===== config.mk =====
export PLATFORM = sky130hd
export DESIGN_NAME = leb_cell
export DESIGN_NICKNAME = d
export VERILOG_FILES = /design/src/sv/leb_pkg.sv /design/src/sv/leb_cell.sv
export SDC_FILE = /design/constraint.sdc
export NUM_CORES = 1
export LEC_CHECK = 0
export ABC_AREA = 1
export BUFFER_PORTS_ARGS = -buffer_cell sky130_fd_sc_hd__buf_2
export CAP_MARGIN = 0
export CORE_MARGIN = 2
export CORE_UTILIZATION = 36
export DETAILED_ROUTE_END_ITERATION = 7
export PLACE_DENSITY = 0.78
export SYNTH_ARGS = -nofsm -noshare
export SYNTH_HDL_FRONTEND = slang
export SYNTH_SLANG_ARGS = --single-unit

===== constraint.sdc =====
create_clock -name clk_i -period 0.8 [get_ports clk_i]
set_input_delay 0.04 -clock clk_i [delete_from_list [all_inputs] [get_ports clk_i]]
set_output_delay 0.04 -clock clk_i [all_outputs]
set_load 0.01 [all_outputs]

===== src/sv/leb_pkg.sv =====
// ----------------------------------------------------------------------------
// leb_pkg: shared types and constants for the line edit buffer
// Operation codes, status codes, cell commands and channel payloads.
// ----------------------------------------------------------------------------
package leb_pkg;

  localparam logic [7:0] SpaceByte = 8'h20;

  typedef enum logic [2:0] {
    FuncInsert   = 3'd0,
    FuncDelNext  = 3'd1,
    FuncDelPrev  = 3'd2,
    FuncDelWord  = 3'd3,
    FuncLeft     = 3'd4,
    FuncRight    = 3'd5,
    FuncRead     = 3'd6
  } func_e;

  typedef enum logic [1:0] {
    StatusDone  = 2'd0,
    StatusBound = 2'd1,
    StatusFull  = 2'd2
  } status_e;

  typedef enum logic [1:0] {
    CellHold = 2'd0,
    CellIns  = 2'd1,
    CellDel  = 2'd2
  } cell_op_e;

  // Broadcast to every cell of the row
  typedef struct packed {
    cell_op_e   op;
    logic [7:0] ch;
  } cell_cmd_t;

  typedef struct packed {
    logic [2:0] func;
    logic [7:0] char_in;
    logic [7:0] read_index;
  } in_item_t;

  typedef struct packed {
    logic [7:0] read_char;
    logic [8:0] line_length;
    logic [8:0] cursor_position;
    status_e    status;
  } out_item_t;

endpackage


===== src/sv/leb_cell.sv =====
// ----------------------------------------------------------------------------
// leb_cell: one byte position of the line
// Holds a byte and takes it from a neighbor when the row shifts.
// ----------------------------------------------------------------------------
module leb_cell #(
  parameter int PW  = 8,
  parameter int IDX = 0
) (
  input  logic                clk_i,
  input  logic                rst_ni,
  input  leb_pkg::cell_cmd_t  cmd_i,
  input  logic [PW-1:0]       pos_i,
  input  logic [PW-1:0]       sel_pos_i,
  input  logic [7:0]          left_i,
  input  logic [7:0]          right_i,
  output logic [7:0]          data_o,
  output logic [7:0]          sel_data_o
);

  localparam logic [PW-1:0] Here = PW'(IDX);

  logic [7:0] data_q, data_d;

  always_comb begin
    data_d = data_q;
    unique case (cmd_i.op)
      leb_pkg::CellHold: data_d = data_q;
      leb_pkg::CellIns: begin
        if (Here == pos_i) begin
          data_d = cmd_i.ch;
        end else if (Here > pos_i) begin
          data_d = left_i;
        end
      end
      leb_pkg::CellDel: begin
        if (Here >= pos_i) begin
          data_d = right_i;
        end
      end
      default: data_d = data_q;
    endcase
  end

  always_ff @(posedge clk_i or negedge rst_ni) begin
    if (!rst_ni) begin
      data_q <= 8'h00;
    end else begin
      data_q <= data_d;
    end
  end

  assign data_o     = data_q;
  // one-hot pick: only the addressed cell drives nonzero
  assign sel_data_o = (Here == sel_pos_i) ? data_q : 8'h00;

endmodule


Word level (Yosys, flattened, before mapping). Cells that the tools add are included.

Bits in registers: 8. Input bits: 44. Logic and storage cells: 16.

$lt $le $gt $ge: 2. Multiplexer cells: 5. Reductions and logical operators: 4. Eq/ne operators: 4.

Operator list (number): 8-bit 2-to-1 mux (4); 8-bit zero test (2); 8-bit case mux with 2 select lines (1); 1-bit by 8-bit greater-or-equal comparator with 1-bit output (first input constant) (1); 1-bit by 8-bit greater-than comparator with 1-bit output (first input constant) (1); 3-bit inequality test (second input constant) (1); 3-bit AND reduction (1); 2-bit by 1-bit == test with 1-bit output (second input constant) (1); 2-bit == test (second input constant) (1); 2-bit inequality test (second input constant) (1); 2-bit nonzero test (1).

Longest topological paths before layout.
Depth after elaboration: 4. Gate-level depth with buffers: 8. Gate-level depth less buffers: 7.

Worst setup path after synthesis. No wires, ideal clock.

Path type: input-to-reg. From: input pos_i[0]. To: register data_q[5] (netlist: data_o[5]). Setup slack: -0.071 ns. Cell stages on the path: 8. Path buffers: 1. Setup time: 0.065 ns. Arrival: 0.806 ns. Required time: 0.735 ns. Path through: nor2_2 > nand2_4 > nor2_8 > nand2_4 > buf_6 > nor2_2 > nand2_1 > nand2_1.

Longest elaborated chain between the ends: 3. Elaborated cells between the ends (all ways): 8. Those cells by class: order compare: 2; eq/ne: 2; mux: 2; reduce/logical: 2.

Ends and longest elaborated chain: start: declaration (line leb_cell.sv:12) `input logic [PW-1:0] pos_i,`; 1-bit by 8-bit greater-than comparator with 1-bit output, or another cell as far along (line leb_cell.sv:31) `end else if (Here > pos_i) begin`; 3-bit inequality test (no source line), or another cell as far along; 3-bit AND reduction (no source line) or 8-bit case mux with 2 select lines (tied branches); end signal: assignment (line leb_cell.sv:48) `data_q <= data_d;`; end: declaration (line leb_cell.sv:22) `logic [7:0] data_q, data_d;`.

Parallel ways exist; a longest one is shown, timed or not. A chain may end at the register's enable or synchronous reset.

Final worst setup path.
From: register data_q[7] (netlist: data_o[7]). To: output sel_data_o[7].

Longest elaborated chain between the ends: 1.

Ends and longest elaborated chain: 8-bit 2-to-1 mux (line leb_cell.sv:54) `assign sel_data_o = (Here == sel_pos_i) ? data_q : 8'h00;`; end: declaration (line leb_cell.sv:17) `output logic [7:0] sel_data_o`.

Every way passes these cells.

==> impl_results.md <==
* Multi-input logic area at 492 sq um
* CTS root buffer: clkbuf_4
* CTS buffer count at 3
* # fillers at 163
* Yosys cell types at 12
* Final number of setup-violating endpoints at 16
* Dpl cell area at 1020 sq um
* Setup CP Type: flop to output pin
* CTS tree: built
* Max-Cap Viols at 0
* DP Wirelength at 1.48 mm
* DRC at 0
* Post-Route WL at 1.95 mm
* Yosys reg bits at 8
* Synth warn at 0
* Clock tree buffer depth at 2
* Total number of vias at 916
* CP max FO at 3
* Setup TNS at -1.10 ns
* Final worst path period share at 115%
* Critical path endpoint category: output pin
* Max VDD drop at 0.000534 V
* Area share of the largest cell type after synthesis at 30.0%
* Fmax at 1.09 GHz
* Final #Nets at 226
* Starting density of the core at 38.6%
* Largest register FFs at 8
* Setup WS post-layout at -0.121 ns
* Lkg Pwr at 0.700 nW
* Die Footprint at 2210 sq um
* CTS sink cnt at 8
* Largest area contributor in the netlist: dfrtp_1
* IO buf count at 59
* Avg Inst Size Synth at 6.41 sq um
* Register area at 200 sq um
* Post-synth top cells: nand2_1 (34), nor2_1 (22), inv_1 (9)
* First-pass GRT wire length at 2.64 mm
* GPL Wtd Cong at 0.792
* Crit path DAT at 0.88 ns
* Required time worst endpoint at 0.76 ns
* Area growth syn-to-layout at 78.0%
* Synthesized instance count at 104
* Via-to-Cell Ratio at 4.47
* Core area at 1730 sq um
* Worst rel slew slack at 74.6%
* Ranking of synthesized cells by area: dfrtp_1 (30%), nand2_1 (19%), nor2_1 (12%)
* Crit start category: flop
* Failing checks: negative setup slack
* Detailed Route Iter0 Violations at 13
* Slew Limit Fails at 0
* Min Tclk post-route at 0.921 ns
* Slew @ Worst Pin at 0.380 ns
* Hold Path Class: primary input to flop
* Clock transition at path regs at 0.05 ns
* Htree depth at 1
* Hold slack at 0.0986 ns
* Syn Nets at 148
* Die Span Y at 47.0 um
* Final hold vios at 0
* Vias in the first global route at 684
* Clk Latency, worst-skew pair at 0.25 ns
* WL/cell at 9.52 um
* IO Pins at 60
* RSZ-0062 raised after global routing: yes
* Post-route insts no fill at 205
* Clock Skew at 0 ns
* Area of the mapped netlist at 667 sq um
* Aggregate global-route resource usage at 16.9%
* Ys async rst share at 100%
* Post-route cell area at 1190 sq um
* Number of synthesized flops with an enable pin at 0
* Largest net degree at the start of global routing at 17
* Layout cells sized above 1 at 50.6%
* Router iterations before antenna repair at 5
* Global route overflow at 0
* Die W at 47.0 um
* R2R setup slack at 0.06 ns
* Register area share after synthesis at 30.0%
* Pwr Density at 933 nW/um^2
* Most used DFF post-synth: dfrtp_1
* Antenna Cells at 0
* Top-count cell post-synth: nand2_1
* Placed Instances at 188
* Outcome: finished, violations left
* Initial antenna violation count at 0
* Num rows at 15
* Routed Antenna Nets at 0
-- layer usage --
metal | part of all wire [%] | global-route usage [%] | up-vias
met5 | 0 | 0 | -
met4 | 2.9 | 12.8 | 0
met3 | 8.8 | 0 | 7
met2 | 49 | 27.9 | 59
met1 | 39 | 21.2 | 368
li1 | - | - | 482
-- cell type report --
class | count | share of cell area (%)
Clock buffer | 3 | 1.90
Inverter | 9 | 2.85
Tap cell | 25 | 2.63
Multi-Input combinational cell | 88 | 41.4
Sequential cell | 8 | 16.9
Timing Repair Buffer | 72 | 34.4
-- logic make-up (layout without fill, tap and decap cells) --
family / count (synthesis) / after routing / synth area share [%]
simple gates: 76 / 79 / 53.1
buf+inv: 11 / 84 / 8.44
compound gates: 8 / 8 / 6.00
flops: 8 / 8 / 30.0
xor+xnor: 1 / 1 / 2.44
-- worst max-delay path: stages, from the launching register on --
cell     delay (ns)
dfrtp_1        0.37
inv_1          0.05
nor2_1         0.08
buf_2          0.13
-- metrics by stage --
step                utilization (%)  power [mW]  worst slack, ns
global placement               59.0       0.737           -0.146
finish                         68.8        1.11           -0.121
global route                   68.8        1.16           -0.182
detailed placement             59.0       0.740           -0.203
CTS                            64.3        1.09           -0.144
floorplan                         -       0.570          -0.0331
-- cell usage in the layout (no fill, tap or decap) --
| cell | count |
|---|---|
| nor4_2 | 1 |
| nand2_2 | 2 |
| nor2_8 | 1 |
| nor2_2 | 2 |
| clkbuf_4 | 3 |
| buf_2 | 59 |
| inv_1 | 9 |
| nand2_1 | 33 |
| nor2_4 | 5 |
| buf_12 | 1 |
| dfrtp_1 | 8 |
| nor4_4 | 1 |
| nor2_1 | 22 |
| nand2_8 | 1 |
| o21ai_0 | 8 |
| dlygate4sd3_1 | 1 |
| nand2_4 | 3 |
| nand3_1 | 8 |
| buf_4 | 11 |
| xor2_2 | 1 |
-- where the power goes --
| group | total, mW | internal, mW | switching, mW | leakage [nW] |
|---|---|---|---|---|
| Combinational | 0.358 | 0.185 | 0.172 | 0.576 |
| Clock | 0.304 | 0.171 | 0.133 | 0.0138 |
| Sequential | 0.447 | 0.430 | 0.0171 | 0.110 |
-- repair_timing --
| action | in CTS | in global routing |
|---|---|---|
| hold buffers | 1 | 0 |
| gates resized for setup | 3 | 2 |
| gates cloned | 0 | 3 |
| setup buffers | 6 | 4 |
| endpoints found under the setup margin | 16 | 22 |
| hold endpoints to repair | 8 | 0 |
| pin swaps | 4 | 6 |
-- path summary, 6_finish.rpt --
| path | startpoint | cells after the start | endpoint |
|---|---|---|---|
| worst max-delay path | data_o[7]$_DFFE_PN0P_ | 3 | sel_data_o[7] |
| worst min-delay path | cmd_i[5] | 5 | data_o[5]$_DFFE_PN0P_ |
| worst max register to register | data_o[7]$_DFFE_PN0P_ | 3 | data_o[7]$_DFFE_PN0P_ |
| worst min register to register | data_o[3]$_DFFE_PN0P_ | 3 | data_o[3]$_DFFE_PN0P_ |
| max in group asynchronous | rst_ni | 2 | data_o[0]$_DFFE_PN0P_ |
| min in group asynchronous | rst_ni | 2 | data_o[2]$_DFFE_PN0P_ |
(Power assumes the default switching activity.)
