$ cat config.mk
export PLATFORM = sky130hd
export DESIGN_NAME = leb_ctrl
export DESIGN_NICKNAME = d
export VERILOG_FILES = /design/src/sv/leb_pkg.sv /design/src/sv/leb_ctrl.sv
export SDC_FILE = /design/constraint.sdc
export NUM_CORES = 1
export LEC_CHECK = 0
export BUFFER_PORTS_ARGS = -buffer_cell sky130_fd_sc_hd__buf_2
export CAP_MARGIN = 25
export CORE_MARGIN = 2
export CORE_UTILIZATION = 50
export DETAILED_ROUTE_END_ITERATION = 16
export GPL_TIMING_DRIVEN = 0
export PLACE_DENSITY_LB_ADDON = 0.25
export SYNTH_ARGS = -nofsm -noshare
export SYNTH_HDL_FRONTEND = slang
export SYNTH_SLANG_ARGS = --single-unit
$ cat constraint.sdc
create_clock -name clk_i -period 2.5 [get_ports clk_i]
set_input_delay 0.375 -clock clk_i [delete_from_list [all_inputs] [get_ports clk_i]]
set_output_delay 0.375 -clock clk_i [all_outputs]
set_load 0.02 [all_outputs]
$ cat src/sv/leb_pkg.sv
// ----------------------------------------------------------------------------
// leb_pkg: shared types and constants for the line edit buffer
// Operation codes, status codes, cell commands and channel payloads.
// ----------------------------------------------------------------------------
package leb_pkg;

  localparam logic [7:0] SpaceByte = 8'h20;

  typedef enum logic [2:0] {
    FuncInsert   = 3'd0,
    FuncDelNext  = 3'd1,
    FuncDelPrev  = 3'd2,
    FuncDelWord  = 3'd3,
    FuncLeft     = 3'd4,
    FuncRight    = 3'd5,
    FuncRead     = 3'd6
  } func_e;

  typedef enum logic [1:0] {
    StatusDone  = 2'd0,
    StatusBound = 2'd1,
    StatusFull  = 2'd2
  } status_e;

  typedef enum logic [1:0] {
    CellHold = 2'd0,
    CellIns  = 2'd1,
    CellDel  = 2'd2
  } cell_op_e;

  // Broadcast to every cell of the row
  typedef struct packed {
    cell_op_e   op;
    logic [7:0] ch;
  } cell_cmd_t;

  typedef struct packed {
    logic [2:0] func;
    logic [7:0] char_in;
    logic [7:0] read_index;
  } in_item_t;

  typedef struct packed {
    logic [7:0] read_char;
    logic [8:0] line_length;
    logic [8:0] cursor_position;
    status_e    status;
  } out_item_t;

endpackage

$ cat src/sv/leb_ctrl.sv
// ----------------------------------------------------------------------------
// leb_ctrl: operation sequencer for the line edit buffer
// Tracks length and cursor, issues shift commands to the cell row and
// holds the result register.
// ----------------------------------------------------------------------------
module leb_ctrl #(
  parameter int CAPACITY = 256,
  localparam int PW = $clog2(CAPACITY),
  localparam int LW = $clog2(CAPACITY + 1)
) (
  input  logic                clk_i,
  input  logic                rst_ni,
  input  logic                in_valid_i,
  output logic                in_ready_o,
  input  leb_pkg::in_item_t   in_item_i,
  output logic                out_valid_o,
  input  logic                out_ready_i,
  output leb_pkg::out_item_t  out_item_o,
  input  logic [7:0]          sel_data_i,
  output leb_pkg::cell_cmd_t  cmd_o,
  output logic [PW-1:0]       pos_o,
  output logic [PW-1:0]       sel_pos_o
);

  typedef enum logic [2:0] {
    StIdle,
    StReadGet,
    StWordFirst,
    StWordWait,
    StWordChk,
    StResult
  } state_e;

  state_e             state_q, state_d;
  logic [LW-1:0]      len_q, len_d;
  logic [LW-1:0]      cur_q, cur_d;
  logic [LW-1:0]      cur_m1;
  leb_pkg::status_e   status_q, status_d;
  logic [7:0]         rchar_q, rchar_d;
  logic [7:0]         sel_q;
  logic               rd_ok_q, rd_ok_d;
  logic               on_space_q, on_space_d;
  logic               out_valid_q, out_valid_d;
  leb_pkg::out_item_t out_item_q, out_item_d;
  leb_pkg::func_e     func;
  logic               at_end;
  logic               full;

  assign func   = leb_pkg::func_e'(in_item_i.func);
  assign cur_m1 = cur_q - LW'(1);
  assign at_end = (cur_q >= len_q);
  assign full   = (len_q == LW'(CAPACITY));

  always_comb begin
    state_d     = state_q;
    len_d       = len_q;
    cur_d       = cur_q;
    status_d    = status_q;
    rchar_d     = rchar_q;
    rd_ok_d     = rd_ok_q;
    on_space_d  = on_space_q;
    out_valid_d = out_valid_q && !out_ready_i;
    out_item_d  = out_item_q;
    cmd_o.op    = leb_pkg::CellHold;
    cmd_o.ch    = in_item_i.char_in;
    pos_o       = cur_q[PW-1:0];
    sel_pos_o   = cur_m1[PW-1:0];

    unique case (state_q)
      StIdle: begin
        if (func == leb_pkg::FuncRead) begin
          sel_pos_o = PW'(in_item_i.read_index);
        end
        if (in_valid_i) begin
          status_d = leb_pkg::StatusDone;
          rchar_d  = 8'h00;
          state_d  = StResult;
          unique case (func)
            leb_pkg::FuncInsert: begin
              if (full) begin
                status_d = leb_pkg::StatusFull;
              end else begin
                cmd_o.op = leb_pkg::CellIns;
                len_d    = len_q + LW'(1);
                cur_d    = cur_q + LW'(1);
              end
            end
            leb_pkg::FuncDelNext: begin
              if (at_end) begin
                status_d = leb_pkg::StatusBound;
              end else begin
                cmd_o.op = leb_pkg::CellDel;
                len_d    = len_q - LW'(1);
              end
            end
            leb_pkg::FuncDelPrev: begin
              if (cur_q == '0) begin
                status_d = leb_pkg::StatusBound;
              end else begin
                cmd_o.op = leb_pkg::CellDel;
                pos_o    = cur_m1[PW-1:0];
                len_d    = len_q - LW'(1);
                cur_d    = cur_m1;
              end
            end
            leb_pkg::FuncDelWord: begin
              if (cur_q == '0) begin
                status_d = leb_pkg::StatusBound;
              end else begin
                state_d = StWordFirst;
              end
            end
            leb_pkg::FuncLeft: begin
              if (cur_q == '0) begin
                status_d = leb_pkg::StatusBound;
              end else begin
                cur_d = cur_m1;
              end
            end
            leb_pkg::FuncRight: begin
              if (at_end) begin
                status_d = leb_pkg::StatusBound;
              end else begin
                cur_d = cur_q + LW'(1);
              end
            end
            leb_pkg::FuncRead: begin
              rd_ok_d = (in_item_i.read_index < len_q);
              state_d = StReadGet;
            end
            default: ;
          endcase
        end
      end
      StReadGet: begin
        rchar_d = rd_ok_q ? sel_q : 8'h00;
        state_d = StResult;
      end
      StWordFirst: begin
        // byte before the cursor decides which kind of run goes
        on_space_d = (sel_q == leb_pkg::SpaceByte);
        cmd_o.op   = leb_pkg::CellDel;
        pos_o      = cur_m1[PW-1:0];
        len_d      = len_q - LW'(1);
        cur_d      = cur_m1;
        state_d    = StWordWait;
      end
      StWordWait: begin
        state_d = StWordChk;
      end
      StWordChk: begin
        if ((cur_q != '0) && ((sel_q == leb_pkg::SpaceByte) == on_space_q)) begin
          cmd_o.op = leb_pkg::CellDel;
          pos_o    = cur_m1[PW-1:0];
          len_d    = len_q - LW'(1);
          cur_d    = cur_m1;
          state_d  = StWordWait;
        end else begin
          state_d = StResult;
        end
      end
      StResult: begin
        if (!out_valid_q || out_ready_i) begin
          out_valid_d                = 1'b1;
          out_item_d.read_char       = rchar_q;
          out_item_d.line_length     = 9'(len_q);
          out_item_d.cursor_position = 9'(cur_q);
          out_item_d.status          = status_q;
          state_d                    = StIdle;
        end
      end
      default: state_d = StIdle;
    endcase
  end

  always_ff @(posedge clk_i or negedge rst_ni) begin
    if (!rst_ni) begin
      state_q     <= StIdle;
      len_q       <= '0;
      cur_q       <= '0;
      status_q    <= leb_pkg::StatusDone;
      rchar_q     <= 8'h00;
      sel_q       <= 8'h00;
      rd_ok_q     <= 1'b0;
      on_space_q  <= 1'b0;
      out_valid_q <= 1'b0;
      out_item_q  <= '0;
    end else begin
      state_q     <= state_d;
      len_q       <= len_d;
      cur_q       <= cur_d;
      status_q    <= status_d;
      rchar_q     <= rchar_d;
      sel_q       <= sel_data_i;
      rd_ok_q     <= rd_ok_d;
      on_space_q  <= on_space_d;
      out_valid_q <= out_valid_d;
      out_item_q  <= out_item_d;
    end
  end

  assign in_ready_o  = (state_q == StIdle);
  assign out_valid_o = out_valid_q;
  assign out_item_o  = out_item_q;

`ifndef SYNTHESIS
  a_cur_in_line: assert property (@(posedge clk_i) disable iff (!rst_ni)
    cur_q <= len_q)
    else $error("cursor past line length");

  a_len_cap: assert property (@(posedge clk_i) disable iff (!rst_ni)
    len_q <= LW'(CAPACITY))
    else $error("line length above capacity");

  a_del_shrinks: assert property (@(posedge clk_i) disable iff (!rst_ni)
    cmd_o.op == leb_pkg::CellDel |=> len_q == $past(len_q) - LW'(1))
    else $error("delete did not shrink the line by one");

  a_ins_grows: assert property (@(posedge clk_i) disable iff (!rst_ni)
    cmd_o.op == leb_pkg::CellIns |=> len_q == $past(len_q) + LW'(1))
    else $error("insert did not grow the line by one");

  a_result_wait: assert property (@(posedge clk_i) disable iff (!rst_ni)
    (state_q == StResult && out_valid_q && !out_ready_i) |=> state_q == StResult)
    else $error("result dropped while output slot busy");
`endif

endmodule

# Yosys cells after proc, flatten, opt, wreduce, memory -nomap -nowiden
# Cells that the tools add are included.
# word_totals
regBits	70
elab_cells	107
input_bits	31
# classes
addsub	4
n_reduce_logical	21
magnitude_cmp	2
eq_ne	24
n_mux	43
# ops
op	count
$pmux 9 s3	4
$mux 9	10
$mux 8	8
$pmux 8 s3	1
$add 9x1->9 const B	2
$pmux 2 s3	3
$pmux 3 s6	1
$sub 9x1->9 const B	2
$pmux 8 s2	1
$eq 3x3->1 const B	5
$ne 3x3->1 const B	5
$reduce_and 7->1	2
$eq 3x2->1 const B	4
$mux 3	4
$mux 2	5
$eq 9x9->1 const B	1
$ge 9x9->1	1
$logic_not 9->1	1
$lt 8x9->1	1
$reduce_bool 9->1	1
$eq 8x6->1 const B	1
$reduce_and 2->1	4
$eq 3x1->1 const B	2
$logic_not 3->1	2
14 further kinds	23

# Longest topological paths before layout
# depth
depth_word	5
depth_mapped	10

# Least setup slack after synthesis
# Ideal clock, no wire load.
# synth_path
path_kind	reg2out
startpoint	register cur_q[0]
endpoint	output pos_o[0]
path_buffers	1
path_stages_with_launch	9
slack_ps	-330
t_arrival_ps	2455
t_required_ps	2125
cell_sequence	dfrtp_1 > inv_1 > ha_1 > or4b_4 > or2_0 > buf_6 > a41oi_4 > nor3_2 > xnor2_1
# synth_via
elab_chain_cells	5
word_cells_on_any_way	9
# synth_rtl
element	line	text
from (decl)	leb_ctrl.sv:36	logic [LW-1:0] cur_q, cur_d;
from (signal assigned)	leb_ctrl.sv:191	cur_q <= cur_d;
$sub 9x1->9 / $logic_not 9->1 (equally long branches)	leb_ctrl.sv:50, leb_ctrl.sv:97	
$mux 8	leb_ctrl.sv:97	if (cur_q == '0) begin
$mux 8	leb_ctrl.sv:78	unique case (func)
$mux 8	leb_ctrl.sv:74	if (in_valid_i) begin
$pmux 8 s3 (*)	leb_ctrl.sv:69	unique case (state_q)
to (decl)	leb_ctrl.sv:21	output logic [PW-1:0] pos_o,
# Mark *: on every way between the ends. The rest lies on a longest branch, timed or not.

# Worst setup path after layout
# layout_path
startpoint	register cur_q[3]
endpoint	output pos_o[0]
# layout_via
elab_chain_cells	5
word_cells_on_any_way	8
# layout_rtl
element	line
$logic_not 9->1	leb_ctrl.sv:97
$mux 8	leb_ctrl.sv:97
$mux 8	leb_ctrl.sv:78
$mux 8	leb_ctrl.sv:74
$pmux 8 s3 (*)	leb_ctrl.sv:69
# Marked as above.

==> reports/qor.yml <==
drive_above_1_share_pct: 46.8
tightest_slew_ns: 0.889
ant_nets: 0
cts.sinks: 70
synth_mux_area_share_pct: 8.83
synth_compound_area_share_pct: 14.0
outcome: "finished, violations left"
synthAdderAreaFrac_pct: 6.33
failed_checks: "setup timing"
hold_path.class: "in2reg"
first_pass_iters: 4
io_buffers: 77
synth-main-ff-cell: "dfrtp_1"
rows: 33
synth_area_leaders: "dfrtp_1 (42%), mux2_2 (7.9%), ha_1 (6.3%)"
power_switching_mw: 3.39
rsz0062_at_grt: "true"
cap_violations: 0
worstSetupPathType: "reg2out"
fin_crit_sh_pct: 120
synth_simple_gate_area_share_pct: 15.8
fp.dieH_microns: 95.1
htreeDepth: 3
grt_max_degree: 71
p_per_area_nw_per_um2: 1330
n_fill_cell: 638
drcViolationCount: 0
syn-cell-area_sq_um: 4150
synth_top_family_by_area: "simple AND/OR/NAND/NOR gates"
cp-end-kind: "output pin"
vias_per_cell: 5.70
multi_input_area_sq_um: 2470
yosysWarnings: 0
die_w_microns: 95.1
grt_pass1_wl_mm: 16.7
numCtsBuffers: 9
gp_congestion: 0.874
startpoint_type: "register"
cts_tree: "built"
fin_crit_ns: 3.00
die_area_sq_um: 9050
post-place-ws_ns: -0.320
synth-async-reset-ratio_pct: 100
synth_edf_count: 0
fin_nets: 573
seq_area_frac_synth_pct: 42.2
setup_viol: 25
wirelength_mm: 11.0
floorplan.io_pins: 87
ir_worst_vdd_uv: 955
synth-seq-cells: 70
worstPathArrival_ns: 2.62
clock_skew_ns: 0.0111
wl_per_cell_microns: 17.5
clkTransAtPathRegs_ns: 0.09
cts_root_buf: "clkbuf_8"
crit_fanout: 10
ff_latch_area_sq_um: 1760
gr-usage-all-layers_pct: 24.3
syn_avg_cell_area_sq_um: 10.4
fin_ws_ns: -0.498
ys_types: 64
synth_largest_area_cell: "dfrtp_1"
grt_pass1_vias: 3447
dp.cells: 580
antenna_found_initial: 0
relSlewSlack_pct: 40.7
power.share.switching_pct: 45.3
core_sq_um: 8130
dp_hpwl_mm: 7.19
p_clk_share_pct: 11.9
drt_iter0_drc: 175
initial_core_util_pct: 51.1
ctsHoldBuffers: 0
seqPwrFrac_pct: 24.8
clock_latency_ns: 0.36
overflow: 0
fmax_mhz: 334
final_cells: 631
synth_nets: 450
postSynthCellCount: 398
cp.required_ns: 2.12
cts_max_path_buffers: 2
power.leakage_nw: 2.60
timing.final.hold_violations: 0
vias: 3599
synth_top_cell_area_share_pct: 42.2
intPower_mw: 4.09
drv_slew: 0
power.share.combinational_pct: 63.3
antenna-diode-count: 0
synthXorXnorAreaFrac_pct: 6.96
syn_to_final_growth_pct: 35.0
power by group through the flow:
| stage | sequential (mW) | combinational [mW] | clock (mW) |
|---|---|---|---|
| 6_report | 1.85 | 4.73 | 0.889 |
| 5_1_grt | 1.91 | 5.12 | 0.951 |
| 4_1_cts | 1.85 | 4.23 | 0.898 |
| 3_5_place_dp | 1.89 | 3.80 | 0 |
| 3_3_place_gp | 1.86 | 3.71 | 0 |
| 2_1_floorplan | 2.04 | 2.64 | 0 |
routing by layer:
layer  vias up  GRT usage, %  part of all wire, %
met5         -             0                    0
met4         0          9.30                  3.0
met3        26          3.95                  4.4
met2       113          42.2                   51
met1      1790          30.2                   42
li1       1670             -                    -
stage by stage:
| stage | utilization (%) | hold slack (ns) | TNS (ns) | cell area (sq um) | power, mW |
|---|---|---|---|---|---|
| global route | 68.9 | 0.0992 | -8.01 | 5600 | 7.98 |
| CTS | 64.7 | 0.106 | -4.57 | 5260 | 6.98 |
| finish | 68.9 | 0.111 | -5.10 | 5600 | 7.47 |
| detailed placement | 59.0 | 0.477 | -9.95 | 4800 | 5.68 |
| global placement | 58.9 | 0.464 | -8.13 | 4790 | 5.57 |
| floorplan | - | 0.0794 | 0 | 4280 | 4.68 |
kinds of logic (layout without fill, tap and decap cells):
kind of cell / count (synthesis) / in the layout
DFF: 70 / 70
AOI/OAI and AO/OA: 74 / 74
buffers and inverters: 48 / 176
xor gates and xnor gates: 33 / 33
and+or+nand+nor: 119 / 119
adders and majority gates: 21 / 21
muxes: 33 / 33
placed cells by master, fill, tap and decap left out, types with 3 or more instances in the layout:
master / n
and3_1: 3
nand3_1: 12
o21ai_0: 6
nand2b_1: 5
o22ai_1: 4
inv_6: 4
or4_4: 3
buf_4: 50
nor2_1: 24
xnor2_1: 20
a21o_1: 4
mux2_2: 29
xor2_1: 6
nand2_1: 21
nor3_1: 7
nor4_4: 6
nor3_4: 3
xnor2_2: 6
mux2i_1: 3
o22a_1: 3
buf_1: 3
nor2b_1: 3
inv_1: 12
a22o_1: 8
a21oi_1: 17
dfrtp_2: 6
buf_6: 15
dfrtp_1: 64
ha_1: 20
clkbuf_8: 9
buf_2: 67
nand2_2: 3
nand4_1: 8
layout make-up:
| cell class | count | area share (%) |
|---|---|---|
| buffer | 29 | 4.06 |
| clock buffer | 9 | 2.21 |
| clock inverter | 7 | 1.09 |
| inverter | 16 | 1.29 |
| multi-input combinational | 280 | 44.1 |
| sequential | 70 | 31.4 |
| tap | 105 | 2.34 |
| timing repair buffer | 115 | 13.5 |
state kept, by name, summed over array words and instances, names as in the netlist:
| signal | flops |
|---|---|
| cur_q | 9 |
| out_item_o | 28 |
| out_valid_o | 1 |
| sel_q | 8 |
| len_q | 9 |
| rd_ok_q | 1 |
| on_space_q | 1 |
| state_q | 3 |
| rchar_q | 8 |
| status_q | 2 |
timing repair:
| action | in CTS | in global routing |
|---|---|---|
| buffers inserted | 19 | 19 |
| resized for setup | 42 | 43 |
| endpoints found under the setup margin | 57 | 57 |
| pin swaps | 14 | 23 |
| hold endpoints to repair | 0 | 0 |
| gates cloned | 1 | 0 |
final timing paths:
kind                                from          end  slack (ns)  depth (start not counted)
max                             cur_q[3]     pos_o[0]       -0.50                         10
min                        sel_data_i[7]     sel_q[7]        0.11                          1
max reg2reg                     sel_q[7]     len_q[0]       -0.11                          8
min reg2reg                     sel_q[6]   rchar_q[6]        0.49                          1
max in group asynchronous         rst_ni     len_q[3]        1.74                          1
min in group asynchronous         rst_ni  out_valid_o        0.12                          1
critical path, stage by stage (launching register included):
cell and delay [ns]:
dfrtp_1 0.41, buf_6 0.16, or4b_4 0.53, or2_1 0.24, buf_6 0.14, a41oi_4 0.19
nor3_4 0.06, buf_12 0.15, buf_6 0.11, xnor2_2 0.11, buf_4 0.15
Yosys cell counts (all sizes together), types with 9 or more instances:
master	n
nor4	9
nor3	11
mux2	29
nand3	14
o21ai	10
xnor2	27
buf	24
nand2	24
ha	21
dfrtp	70
a21oi	18
nor2	25
inv	15
(Power assumes the default switching activity.)
